## config.mk

```make
export PLATFORM = sky130hd
export DESIGN_NAME = window_gated_position_capture_unit
export DESIGN_NICKNAME = d
export VERILOG_FILES = /design/src/sv/wgpc_pkg.sv /design/src/sv/window_gated_position_capture_unit.sv /design/src/sv/wgpc_window.sv /design/src/sv/wgpc_ctrl.sv
export VERILOG_INCLUDE_DIRS = /design/src /design/src/sv
export SDC_FILE = /design/constraint.sdc
export NUM_CORES = 1
export LEC_CHECK = 0
export ABC_AREA = 0
export BUFFER_PORTS_ARGS = -buffer_cell sky130_fd_sc_hd__buf_4
export CAP_MARGIN = 20
export CORE_ASPECT_RATIO = 0.75
export CORE_UTILIZATION = 52
export CTS_CLUSTER_SIZE = 40
export DETAILED_ROUTE_END_ITERATION = 10
export PLACE_DENSITY = 0.81
export SLEW_MARGIN = 0
export SYNTH_ARGS = -nofsm -noshare
export SYNTH_HDL_FRONTEND = slang
export SYNTH_SLANG_ARGS = --single-unit
```

## constraint.sdc

```tcl
create_clock -name clk -period 2.19 [get_ports clk]
set_input_delay 0.219 -clock clk [delete_from_list [all_inputs] [get_ports clk]]
set_output_delay 0.219 -clock clk [all_outputs]
set_load 0.01 [all_outputs]
```

## src/sv/window_gated_position_capture_unit_assert.svh

```systemverilog
// Assertion macros for the window gated position capture unit.
`ifndef WINDOW_GATED_POSITION_CAPTURE_UNIT_ASSERT_SVH
`define WINDOW_GATED_POSITION_CAPTURE_UNIT_ASSERT_SVH
`ifndef SYNTHESIS
// Same-cycle implication, checked out of reset.
`define WGPC_ASSERT_IMPL(label, clk, rst_n, ante, cons, msg) \
	label: assert property (@(posedge clk) disable iff (!rst_n) (ante) |-> (cons)) \
		else $error(msg);
// Next-cycle implication, checked out of reset.
`define WGPC_ASSERT_NEXT(label, clk, rst_n, ante, cons, msg) \
	label: assert property (@(posedge clk) disable iff (!rst_n) (ante) |=> (cons)) \
		else $error(msg);
`else
`define WGPC_ASSERT_IMPL(label, clk, rst_n, ante, cons, msg)
`define WGPC_ASSERT_NEXT(label, clk, rst_n, ante, cons, msg)
`endif
`endif

```

## src/sv/wgpc_pkg.sv

```systemverilog
// Shared types and constants of the window gated position capture unit.
package wgpc_pkg;

	localparam int POS_W  = 20;
	localparam int BYTE_W = 8;
	localparam int IDX_W  = 8;
	localparam int MODE_W = 2;
	localparam int CFG_INDEX_W = 1;
	localparam int CFG_DATA_W  = 20;

	// Item modes.
	localparam logic [MODE_W-1:0] MODE_START   = 2'd0;
	localparam logic [MODE_W-1:0] MODE_TICK    = 2'd1;
	localparam logic [MODE_W-1:0] MODE_TIMEOUT = 2'd2;

	// Configuration register indexes.
	localparam logic [CFG_INDEX_W-1:0] REG_WINDOW_LOW  = 1'd0;
	localparam logic [CFG_INDEX_W-1:0] REG_WINDOW_HIGH = 1'd1;

	// Reset values of the window bounds.
	localparam logic [POS_W-1:0] WINDOW_LOW_RESET  = 20'd2080;
	localparam logic [POS_W-1:0] WINDOW_HIGH_RESET = 20'd2100;

	// Encoder position and its window check for the current item.
	typedef struct packed {
		logic [POS_W-1:0] position;
		logic             in_window;
	} win_t;

	// One result item.
	typedef struct packed {
		logic             pulse_level;
		logic             trigger_level;
		logic             trigdat_strobe;
		logic             capture_valid;
		logic [IDX_W-1:0] capture_index;
		logic [POS_W-1:0] capture_position;
		logic             scan_done;
		logic             timed_out;
	} result_t;

endpackage

```

## src/sv/window_gated_position_capture_unit.sv

```systemverilog
// Top level of the window gated position capture unit.
//
//   Channel  Direction  Handshake               Contents
//   in       input      in_valid / in_ready     mode and three encoder bytes
//   out      output     out_valid / out_ready   pulse, trigger, capture and scan status
//   cfg      input      cfg_write_en            window_low (0), window_high (1)
//
// One result per item, one item per cycle sustained while the output is not
// stalled. An accepted item is registered in the input stage, where the window
// compare and the scan state update run, and its result is then loaded into the
// output register. Reset clears the scan state and loads the window defaults.
// While the output register is stalled, the input stage holds one more item,
// then in_ready drops.
module window_gated_position_capture_unit #(
	parameter int CAPTURE_DEPTH = 256
) (
	input  logic                               clk,
	input  logic                               arst_n,
	input  logic                               in_valid,
	output logic                               in_ready,
	input  logic [wgpc_pkg::MODE_W-1:0]        mode,
	input  logic [wgpc_pkg::BYTE_W-1:0]        enc_high_byte,
	input  logic [wgpc_pkg::BYTE_W-1:0]        enc_mid_byte,
	input  logic [wgpc_pkg::BYTE_W-1:0]        enc_low_byte,
	output logic                               out_valid,
	input  logic                               out_ready,
	output logic                               pulse_level,
	output logic                               trigger_level,
	output logic                               trigdat_strobe,
	output logic                               capture_valid,
	output logic [wgpc_pkg::IDX_W-1:0]         capture_index,
	output logic [wgpc_pkg::POS_W-1:0]         capture_position,
	output logic                               scan_done,
	output logic                               timed_out,
	input  logic                               cfg_write_en,
	input  logic [wgpc_pkg::CFG_INDEX_W-1:0]   cfg_index,
	input  logic [wgpc_pkg::CFG_DATA_W-1:0]    cfg_data
);
	import wgpc_pkg::*;

	`include "window_gated_position_capture_unit_assert.svh"

	logic              valid_s1;
	logic [MODE_W-1:0] mode_s1;
	logic [BYTE_W-1:0] high_s1;
	logic [BYTE_W-1:0] mid_s1;
	logic [BYTE_W-1:0] low_s1;
	logic              out_valid_q;
	result_t           res_q;
	result_t           res;
	win_t              win;
	logic              advance;
	logic              in_fire;

	// The output register frees up when empty or when its result transfers.
	assign advance  = !out_valid_q || out_ready;
	assign in_ready = !valid_s1 || advance;
	assign in_fire  = in_valid && in_ready;

	// Input stage.
	always_ff @(posedge clk or negedge arst_n) begin
		if (!arst_n) begin
			valid_s1 <= 1'b0;
		end else if (in_fire) begin
			valid_s1 <= 1'b1;
		end else if (advance) begin
			valid_s1 <= 1'b0;
		end
	end

	always_ff @(posedge clk) begin
		if (in_fire) begin
			mode_s1 <= mode;
			high_s1 <= enc_high_byte;
			mid_s1  <= enc_mid_byte;
			low_s1  <= enc_low_byte;
		end
	end

	wgpc_window u_window (
		.clk           (clk),
		.arst_n        (arst_n),
		.cfg_write_en  (cfg_write_en),
		.cfg_index     (cfg_index),
		.cfg_data      (cfg_data),
		.enc_high_byte (high_s1),
		.enc_mid_byte  (mid_s1),
		.enc_low_byte  (low_s1),
		.win           (win)
	);

	wgpc_ctrl #(
		.CAPTURE_DEPTH (CAPTURE_DEPTH)
	) u_ctrl (
		.clk    (clk),
		.arst_n (arst_n),
		.step   (valid_s1 && advance),
		.mode   (mode_s1),
		.win    (win),
		.res    (res)
	);

	// Output register.
	always_ff @(posedge clk or negedge arst_n) begin
		if (!arst_n) begin
			out_valid_q <= 1'b0;
		end else if (advance) begin
			out_valid_q <= valid_s1;
		end
	end

	always_ff @(posedge clk) begin
		if (valid_s1 && advance) begin
			res_q <= res;
		end
	end

	assign out_valid        = out_valid_q;
	assign pulse_level      = res_q.pulse_level;
	assign trigger_level    = res_q.trigger_level;
	assign trigdat_strobe   = res_q.trigdat_strobe;
	assign capture_valid    = res_q.capture_valid;
	assign capture_index    = res_q.capture_index;
	assign capture_position = res_q.capture_position;
	assign scan_done        = res_q.scan_done;
	assign timed_out        = res_q.timed_out;

	// Consistency checks.
	`WGPC_ASSERT_IMPL(a_timeout_ends_scan, clk, arst_n,
		out_valid_q && res_q.timed_out, res_q.scan_done && !res_q.capture_valid,
		"timeout result without scan end or with a capture")
	`WGPC_ASSERT_IMPL(a_capture_on_rising, clk, arst_n,
		out_valid_q && res_q.capture_valid, res_q.trigdat_strobe && res_q.pulse_level,
		"capture outside a rising tick")
	`WGPC_ASSERT_IMPL(a_full_blocks_input, clk, arst_n,
		valid_s1 && out_valid_q && !out_ready, !in_ready,
		"input taken while both stages are stalled")
	`WGPC_ASSERT_NEXT(a_stage_moves, clk, arst_n,
		valid_s1 && advance, out_valid_q,
		"input stage item lost on its way to the output")

endmodule

```

## src/sv/wgpc_window.sv

```systemverilog
// Window bound registers, encoder position assembly and window compare.
module wgpc_window (
	input  logic                               clk,
	input  logic                               arst_n,
	input  logic                               cfg_write_en,
	input  logic [wgpc_pkg::CFG_INDEX_W-1:0]   cfg_index,
	input  logic [wgpc_pkg::CFG_DATA_W-1:0]    cfg_data,
	input  logic [wgpc_pkg::BYTE_W-1:0]        enc_high_byte,
	input  logic [wgpc_pkg::BYTE_W-1:0]        enc_mid_byte,
	input  logic [wgpc_pkg::BYTE_W-1:0]        enc_low_byte,
	output wgpc_pkg::win_t                     win
);
	import wgpc_pkg::*;

	logic [POS_W-1:0] window_low_q;
	logic [POS_W-1:0] window_high_q;
	logic [POS_W-1:0] position;

	// Window bound registers, written through the configuration port.
	always_ff @(posedge clk or negedge arst_n) begin
		if (!arst_n) begin
			window_low_q  <= WINDOW_LOW_RESET;
			window_high_q <= WINDOW_HIGH_RESET;
		end else if (cfg_write_en) begin
			unique case (cfg_index)
				REG_WINDOW_LOW:  window_low_q  <= cfg_data;
				REG_WINDOW_HIGH: window_high_q <= cfg_data;
				default: ;
			endcase
		end
	end

	// The low nibble of the last encoder byte carries no position bits.
	assign position = {enc_high_byte, enc_mid_byte, enc_low_byte[BYTE_W-1 -: 4]};

	// An inverted window never matches.
	assign win.position  = position;
	assign win.in_window = (position >= window_low_q) && (position <= window_high_q);

endmodule

```

## src/sv/wgpc_ctrl.sv

```systemverilog
// Scan state registers and the per-item result logic.
module wgpc_ctrl #(
	parameter int CAPTURE_DEPTH = 256
) (
	input  logic                         clk,
	input  logic                         arst_n,
	input  logic                         step,
	input  logic [wgpc_pkg::MODE_W-1:0]  mode,
	input  wgpc_pkg::win_t               win,
	output wgpc_pkg::result_t            res
);
	import wgpc_pkg::*;

	localparam int CW = $clog2(CAPTURE_DEPTH + 1);

	logic          pulse_phase_q;
	logic          reading_enabled_q;
	logic          acquiring_q;
	logic [CW-1:0] capture_count_q;
	logic [POS_W-1:0] last_position_q;
	logic          timeout_armed_q;

	logic          phase_n;
	logic          reading_n;
	logic          acq_n;
	logic [CW-1:0] count_n;
	logic [POS_W-1:0] pos_n;
	logic          armed_n;
	logic [CW+IDX_W-1:0] count_ext;

	assign count_ext = {{IDX_W{1'b0}}, capture_count_q};

	// Next state and result for the item in the input stage.
	always_comb begin
		phase_n   = pulse_phase_q;
		reading_n = reading_enabled_q;
		acq_n     = acquiring_q;
		count_n   = capture_count_q;
		pos_n     = last_position_q;
		armed_n   = timeout_armed_q;
		res       = '0;
		case (mode)
			MODE_TICK: begin
				phase_n = !pulse_phase_q;
				if (phase_n) begin
					res.trigdat_strobe = 1'b1;
					if (reading_enabled_q) begin
						pos_n = win.position;
						acq_n = win.in_window;
					end
					// The acquire flag held before the tick decides on a capture.
					if (acquiring_q) begin
						armed_n = 1'b0;
						if (capture_count_q < CW'(CAPTURE_DEPTH)) begin
							res.capture_valid    = 1'b1;
							res.capture_index    = count_ext[IDX_W-1:0];
							res.capture_position = pos_n;
							count_n              = capture_count_q + 1'b1;
							res.scan_done        = !acq_n;
						end else begin
							acq_n         = 1'b0;
							res.scan_done = 1'b1;
						end
						if (res.scan_done) begin
							reading_n = 1'b0;
						end
					end
				end
				res.trigger_level = acquiring_q && phase_n;
			end
			MODE_START: begin
				count_n   = '0;
				reading_n = 1'b1;
				armed_n   = 1'b1;
				res.trigger_level = acq_n && phase_n;
			end
			MODE_TIMEOUT: begin
				if (timeout_armed_q) begin
					armed_n       = 1'b0;
					reading_n     = 1'b0;
					acq_n         = 1'b0;
					res.scan_done = 1'b1;
					res.timed_out = 1'b1;
				end
				res.trigger_level = acq_n && phase_n;
			end
			default: begin
				res.trigger_level = acq_n && phase_n;
			end
		endcase
		res.pulse_level = phase_n;
	end

	// Scan state advances once per item.
	always_ff @(posedge clk or negedge arst_n) begin
		if (!arst_n) begin
			pulse_phase_q     <= 1'b0;
			reading_enabled_q <= 1'b0;
			acquiring_q       <= 1'b0;
			capture_count_q   <= '0;
			last_position_q   <= '0;
			timeout_armed_q   <= 1'b0;
		end else if (step) begin
			pulse_phase_q     <= phase_n;
			reading_enabled_q <= reading_n;
			acquiring_q       <= acq_n;
			capture_count_q   <= count_n;
			last_position_q   <= pos_n;
			timeout_armed_q   <= armed_n;
		end
	end

endmodule

```

* Yosys cells after proc, flatten, opt, wreduce, memory -nomap -nowiden
Index checks and enable logic that the tools add are counted.
** Cells by class
- Add/sub/neg operators :: 1
- Magnitude comparators :: 3
- Eq/ne operators :: 7
- Multiplexer cells :: 35
- Bitwise logic cells :: 5
- Reductions and logical operators :: 26
** Operator list (number)
- $mux 31 :: 1
- $mux 30 :: 1
- $mux 29 :: 1
- $mux 9 :: 3
- $mux 1 :: 21
- $ge 20x20->1 :: 1
- $le 20x20->1 :: 1
- $mux 20 :: 1
- $pmux 9 s2 :: 1
- $add 9x1->9 const B :: 1
- $lt 9x9->1 const B :: 1
- $logic_and 1x1->1 :: 6
- $ne 2x1->1 const B :: 3
- $pmux 1 s2 :: 3
- $pmux 1 s3 :: 2
- $reduce_and 3->1 :: 2
- $reduce_and 6->1 :: 1
- $reduce_bool 2->1 :: 3
- $not 1->1 :: 5
- $reduce_and 5->1 :: 1
- $logic_not 1->1 :: 4
- $ne 2x2->1 const B :: 2
- $reduce_and 2->1 :: 2
- $reduce_and 4->1 :: 1
- 8 further kinds :: 9
** Word-level totals
- Register bits after elaboration :: 135
- Input bits :: 52
- Output and inout bits :: 36

* Longest topological paths before layout
- Word-level depth :: 14
- Gate-level depth with buffers :: 9
- Mapped depth without buffers :: 9

* Cells and area by module
Synthesis repeated with hierarchy kept, for this count alone.
** Second synthesis, totals
- Cell total of the unflattened synthesis :: 524
- Area, all modules :: 6501.2 µm²
** By module, submodules not included
- wgpc_window :: instances 1, cells an instance 262, area each 2591.2 µm², sequential area each 1008.5 µm²
- wgpc_ctrl :: instances 1, cells an instance 194, area each 2004.4 µm², sequential area each 825.8 µm²
- window_gated_position_capture_unit :: instances 1, cells an instance 68, area each 1905.6 µm², sequential area each 1851.8 µm²

* Worst setup path before layout
No wires, ideal clock.
- Path kind :: register to register
- From :: reg u_window.window_high_q[2]
- To :: reg u_ctrl.reading_enabled_q
- Library setup time :: 145 ps
- Arrival :: 2143 ps
- Path slack :: -98 ps
- Stages on the path, launching flop included :: 10
- Cells stage by stage :: dfstp_2 inv_1 ha_1 and2_1 o21ai_2 nand2_1 a221o_1 o311a_1 o311ai_0 o211ai_1
** On the way
- Longest elaborated chain between the ends :: 12
** Ends and longest elaborated chain
- start, declared :: RTL line wgpc_window.sv:16 : logic [POS_W-1:0] window_high_q;
- start signal, assigned :: RTL line wgpc_window.sv:27 : REG_WINDOW_HIGH: window_high_q <= cfg_data;
- $le 20x20->1 :: RTL line wgpc_window.sv:38 : assign win.in_window = (position >= window_low_q) && (position <= window_high_q);
- $logic_and 1x1->1 :: RTL line wgpc_window.sv:38
- $mux 1 :: RTL line wgpc_ctrl.sv:47 : if (reading_enabled_q) begin
- $mux 1 :: RTL line wgpc_ctrl.sv:45 : if (phase_n) begin
- $mux 1 :: RTL line wgpc_ctrl.sv:42 : case (mode)
- $logic_not 1->1 :: RTL line wgpc_ctrl.sv:59 : res.scan_done = !acq_n;
- $mux 1 :: RTL line wgpc_ctrl.sv:54 : if (capture_count_q < CW'(CAPTURE_DEPTH)) begin
- $mux 1 :: RTL line wgpc_ctrl.sv:52 : if (acquiring_q) begin
- $mux 1 :: RTL line wgpc_ctrl.sv:45
- $mux 1 :: RTL line wgpc_ctrl.sv:42
- $ne 2x2->1 (no line)
- $reduce_and 6->1 (no line)
- end signal, assigned :: RTL line wgpc_ctrl.sv:105 : reading_enabled_q <= reading_n;
- end, declared :: RTL line wgpc_ctrl.sv:17 : logic reading_enabled_q;
Every way passes these cells. The select of a mux whose other input is x is not followed.
A chain may end at the register's enable or synchronous reset.

* Worst setup path after layout
- From :: reg mid_s1[3]
- To :: reg u_ctrl.acquiring_q
** On the way
- Longest elaborated chain between the ends :: 9
- Elaborated cells between the ends (all ways) :: 10
** Ends and longest elaborated chain
- start, declared :: RTL line window_gated_position_capture_unit.sv:46 : logic [BYTE_W-1:0] mid_s1;
- start signal, assigned :: RTL line window_gated_position_capture_unit.sv:75 : mid_s1 <= enc_mid_byte;
- $ge 20x20->1 or $le 20x20->1 (tied branches) :: RTL line wgpc_window.sv:38
- $logic_and 1x1->1 * :: RTL line wgpc_window.sv:38
- $mux 1 * :: RTL line wgpc_ctrl.sv:47
- $mux 1 * :: RTL line wgpc_ctrl.sv:45
- $mux 1 * :: RTL line wgpc_ctrl.sv:42
- $mux 1 :: RTL line wgpc_ctrl.sv:54
- $mux 1 * :: RTL line wgpc_ctrl.sv:52
- $mux 1 * :: RTL line wgpc_ctrl.sv:45
- $pmux 1 s2 * :: RTL line wgpc_ctrl.sv:42
- end signal, assigned :: RTL line wgpc_ctrl.sv:106 : acquiring_q <= acq_n;
- end, declared :: RTL line wgpc_ctrl.sv:18 : logic acquiring_q;
Mark *: on every way between the ends. The rest lies on a longest branch, timed or not. The select of a mux whose other input is x is not followed.

==> run_results.csv <==
group,metric,value,unit
outcome,status,"finished, violations left",
outcome,violations,"setup timing",
route,drcViolationCount,0,
global_routing,grt_pass1_vias,4324,
floorplanning,initial_core_util,0.546,
logic_synthesis,syn-num-nets,594,
placement,port_buffers,83,
cts,clock_latency,0.41,ns
sta,fmax,431,MHz
sta,grt_setup_unrepaired,"true",
cts,htreeDepth,4,
sta,fin_crit,2.32,ns
placement,hpwl,8690,um
power,p_per_area,972,nW/um^2
logic_synthesis,syn_area,6110,sq um
critical_path,r2r_start,"mid_s1[3]",
logic_synthesis,ys.flop_type,"dfrtp_1",
cts,clk_pin_slew,0.06,ns
critical_path,start_kind,"flop",
sta,slew_headroom,0.636,
critical_path,critPathMaxFanout,3,
cts,cts_buffer_depth,2,
min_path,min_path_type,"primary input to flop",
route,wl,13800,um
cts,ctsRootBufferMaster,"clkbuf_16",
route,wl_per_cell,17.0,um
logic_synthesis,ys_seq_elements,131,
global_routing,grtUsageTotal,0.235,
run,cap_violations,0,
sta,period_share,1.06,
route,drtIter0Drc,203,
placement,gp_congestion,0.832,
critical_path,end_kind,"flop",
sta,setup_slack,-0.128,ns
logic_synthesis,syn_inst,495,
critical_path,arrival,2.63,ns
logic_synthesis,synthArstFlopShare,0.573,
route,final_antenna_net_count,0,
final_layout,nets,744,
final_layout,multi_input_area,2570,sq um
global_routing,grt_antenna_before_repair,0,
sta,setup_violations,3,
final_layout,final_area,8270,sq um
floorplanning,die-area,12200,sq um
route,route.vias.total,4335,
floorplanning,die_y,95.9,um
floorplanning,die_w,127,um
global_routing,overflow,0,
critical_path,endpoint,"u_ctrl.acquiring_q",
global_routing,grt_pass1_wl,21300,um
floorplanning,coreArea,11200,sq um
critical_path,crit_type,"flop to flop",
final_layout,fillers,695,
logic_synthesis,synth-edff-count,56,
cts,cts_tree,"done",
sta,fin_worst_skew,0.00548,ns
logic_synthesis,syn_avg_cell_area,12.3,sq um
power,ir_drop,0.743,mV
critical_path,crit_path_start,"mid_s1[3]",
critical_path,reg2reg_slack,-0.13,ns
floorplanning,io_pins,88,
sta,tightestPinTransition,0.542,ns
cts,cts_buffers,17,
global_routing,grt_start_max_net_pins,76,
floorplanning,num_rows,33,
power,p_leak,3.75,nW
critical_path,worstRegToRegCells,7,
final_layout,seqCellArea,3570,sq um
logic_synthesis,synth_warnings,0,
logic_synthesis,yosysSeqAreaShare,0.584,
logic_synthesis,synth.distinct_cells,44,
placement,dpl-instance-area,7080,sq um
critical_path,worstReg2RegEnd,"u_ctrl.acquiring_q",
final_layout,drive_gt1_frac,0.357,
route,first_pass_iters,4,
critical_path,worstPathRequired,2.50,ns
sta,slew_violations,0,
final_layout,area_delta_synth_final,35.3,%
final_layout,n_antenna_cell,0,
sta,holdWs,0.0225,ns
sta,hold_violations,0,
route,viasPerCell,5.32,
cts,clock_sinks,131,
==> routing by layer <==
metal / track usage / vias up / part of all wire
met1: 0.299 / 2128 / 0.43
met3: 0.0511 / 22 / 0.052
met4: 0.0784 / 0 / 0.015
met2: 0.404 / 131 / 0.50
met5: 0 / - / 0
li1: - / 2054 / -
==> state kept, by name, indices dropped and copies added (netlist names), 2 cells and up <==
name and cells:
u_window.window_high_q 20, u_ctrl.capture_count_q 9, u_window.window_low_q 20, capture_position 20, low_s1 4, u_ctrl.last_position_q 20
mid_s1 8, capture_index 8, mode_s1 2, high_s1 8
==> cell usage after synthesis (4+ instances only) <==
cell type	n	area share
o21ai_0	30	0.025
mux2i_1	21	0.034
inv_1	46	0.028
dfrtp_1	69	0.28
nand2b_1	8	0.0082
nand3_1	10	0.0082
edfxtp_1	56	0.28
and2_1	5	0.0051
nor2b_1	4	0.0041
clkbuf_1	12	0.0074
dfstp_2	6	0.026
nand4_1	8	0.0082
and3_1	12	0.012
nand2_1	36	0.022
a21oi_1	14	0.011
o31ai_1	4	0.0049
mux2_2	42	0.077
ha_1	47	0.096
nor2_1	30	0.018
==> cell usage in the layout (no fill, tap or decap), types with 12 or more instances in the layout <==
cell           instances
nand2_1               36
and3_1                12
buf_4                119
ha_1                  36
inv_1                 41
a21oi_1               12
clkbuf_16             17
nor2_1                30
o21ai_0               29
edfxtp_1              56
mux2_2                42
mux2i_1               21
dlygate4sd3_1         23
dfrtp_1               69
==> metrics by stage <==
step	std cells	power, mW	util	TNS, ns	setup slack, ns
floorplan	495	4.43	-	-1.26	-0.0765
global placement	744	4.95	0.633	-0.217	-0.0899
detailed placement	744	5.05	0.633	-0.505	-0.189
CTS	804	7.88	0.716	-0.328	-0.130
global route	815	8.42	0.739	-0.510	-0.186
finish	815	8.04	0.739	-0.294	-0.128
==> critical path: stages, from the launching register on <==
cell      delay (ns)
edfxtp_1        0.44
ha_1            0.36
nand4_1         0.19
nor4_4          0.07
a221o_1         0.36
o311a_4         0.34
or2_4           0.28
o31ai_4         0.18
==> power breakdown <==
group	internal, mW	switching [mW]	total, mW
combinational	0.983	0.946	1.93
clock	1.75	0.995	2.75
sequential	3.07	0.285	3.36
==> worst min path at each step <==
| stage | start | end | cells after the start |
|---|---|---|---|
| detailed placement | arst_n | u_ctrl.last_position_q[4] | 2 |
| global placement | arst_n | u_ctrl.last_position_q[4] | 2 |
| CTS | in_valid | valid_s1 | 2 |
| finish | in_valid | valid_s1 | 2 |
| floorplan | arst_n | out_valid | 0 |
| global route | cfg_data[7] | u_window.window_low_q[7] | 3 |
==> kinds of logic after synthesis <==
group | after synthesis | synth area share
DFF | 131 | 0.584
AOI/OAI and AO/OA | 66 | 0.0665
xor gates and xnor gates | 3 | 0.00430
and+or+nand+nor | 124 | 0.100
buffers and inverters | 61 | 0.0375
muxes | 63 | 0.112
adders and majority gates | 47 | 0.0962
==> final cells by class <==
| class | count | area share |
|---|---|---|
| Clock buffer | 22 | 0.0574 |
| Clock inverter | 10 | 0.0129 |
| Inverter | 46 | 0.0209 |
| Multi-Input combinational cell | 303 | 0.310 |
| Sequential cell | 131 | 0.431 |
| Tap cell | 157 | 0.0238 |
| Timing Repair Buffer | 146 | 0.143 |
==> repair_timing <==
action,in CTS,in global routing
hold buffers,23,0
cloned,0,0
pin swaps,12,19
endpoints found under the setup margin,3,3
gates resized for setup,12,24
hold endpoints to repair,91,0
buffers inserted,5,11
Power figures use the tool's default switching activity.
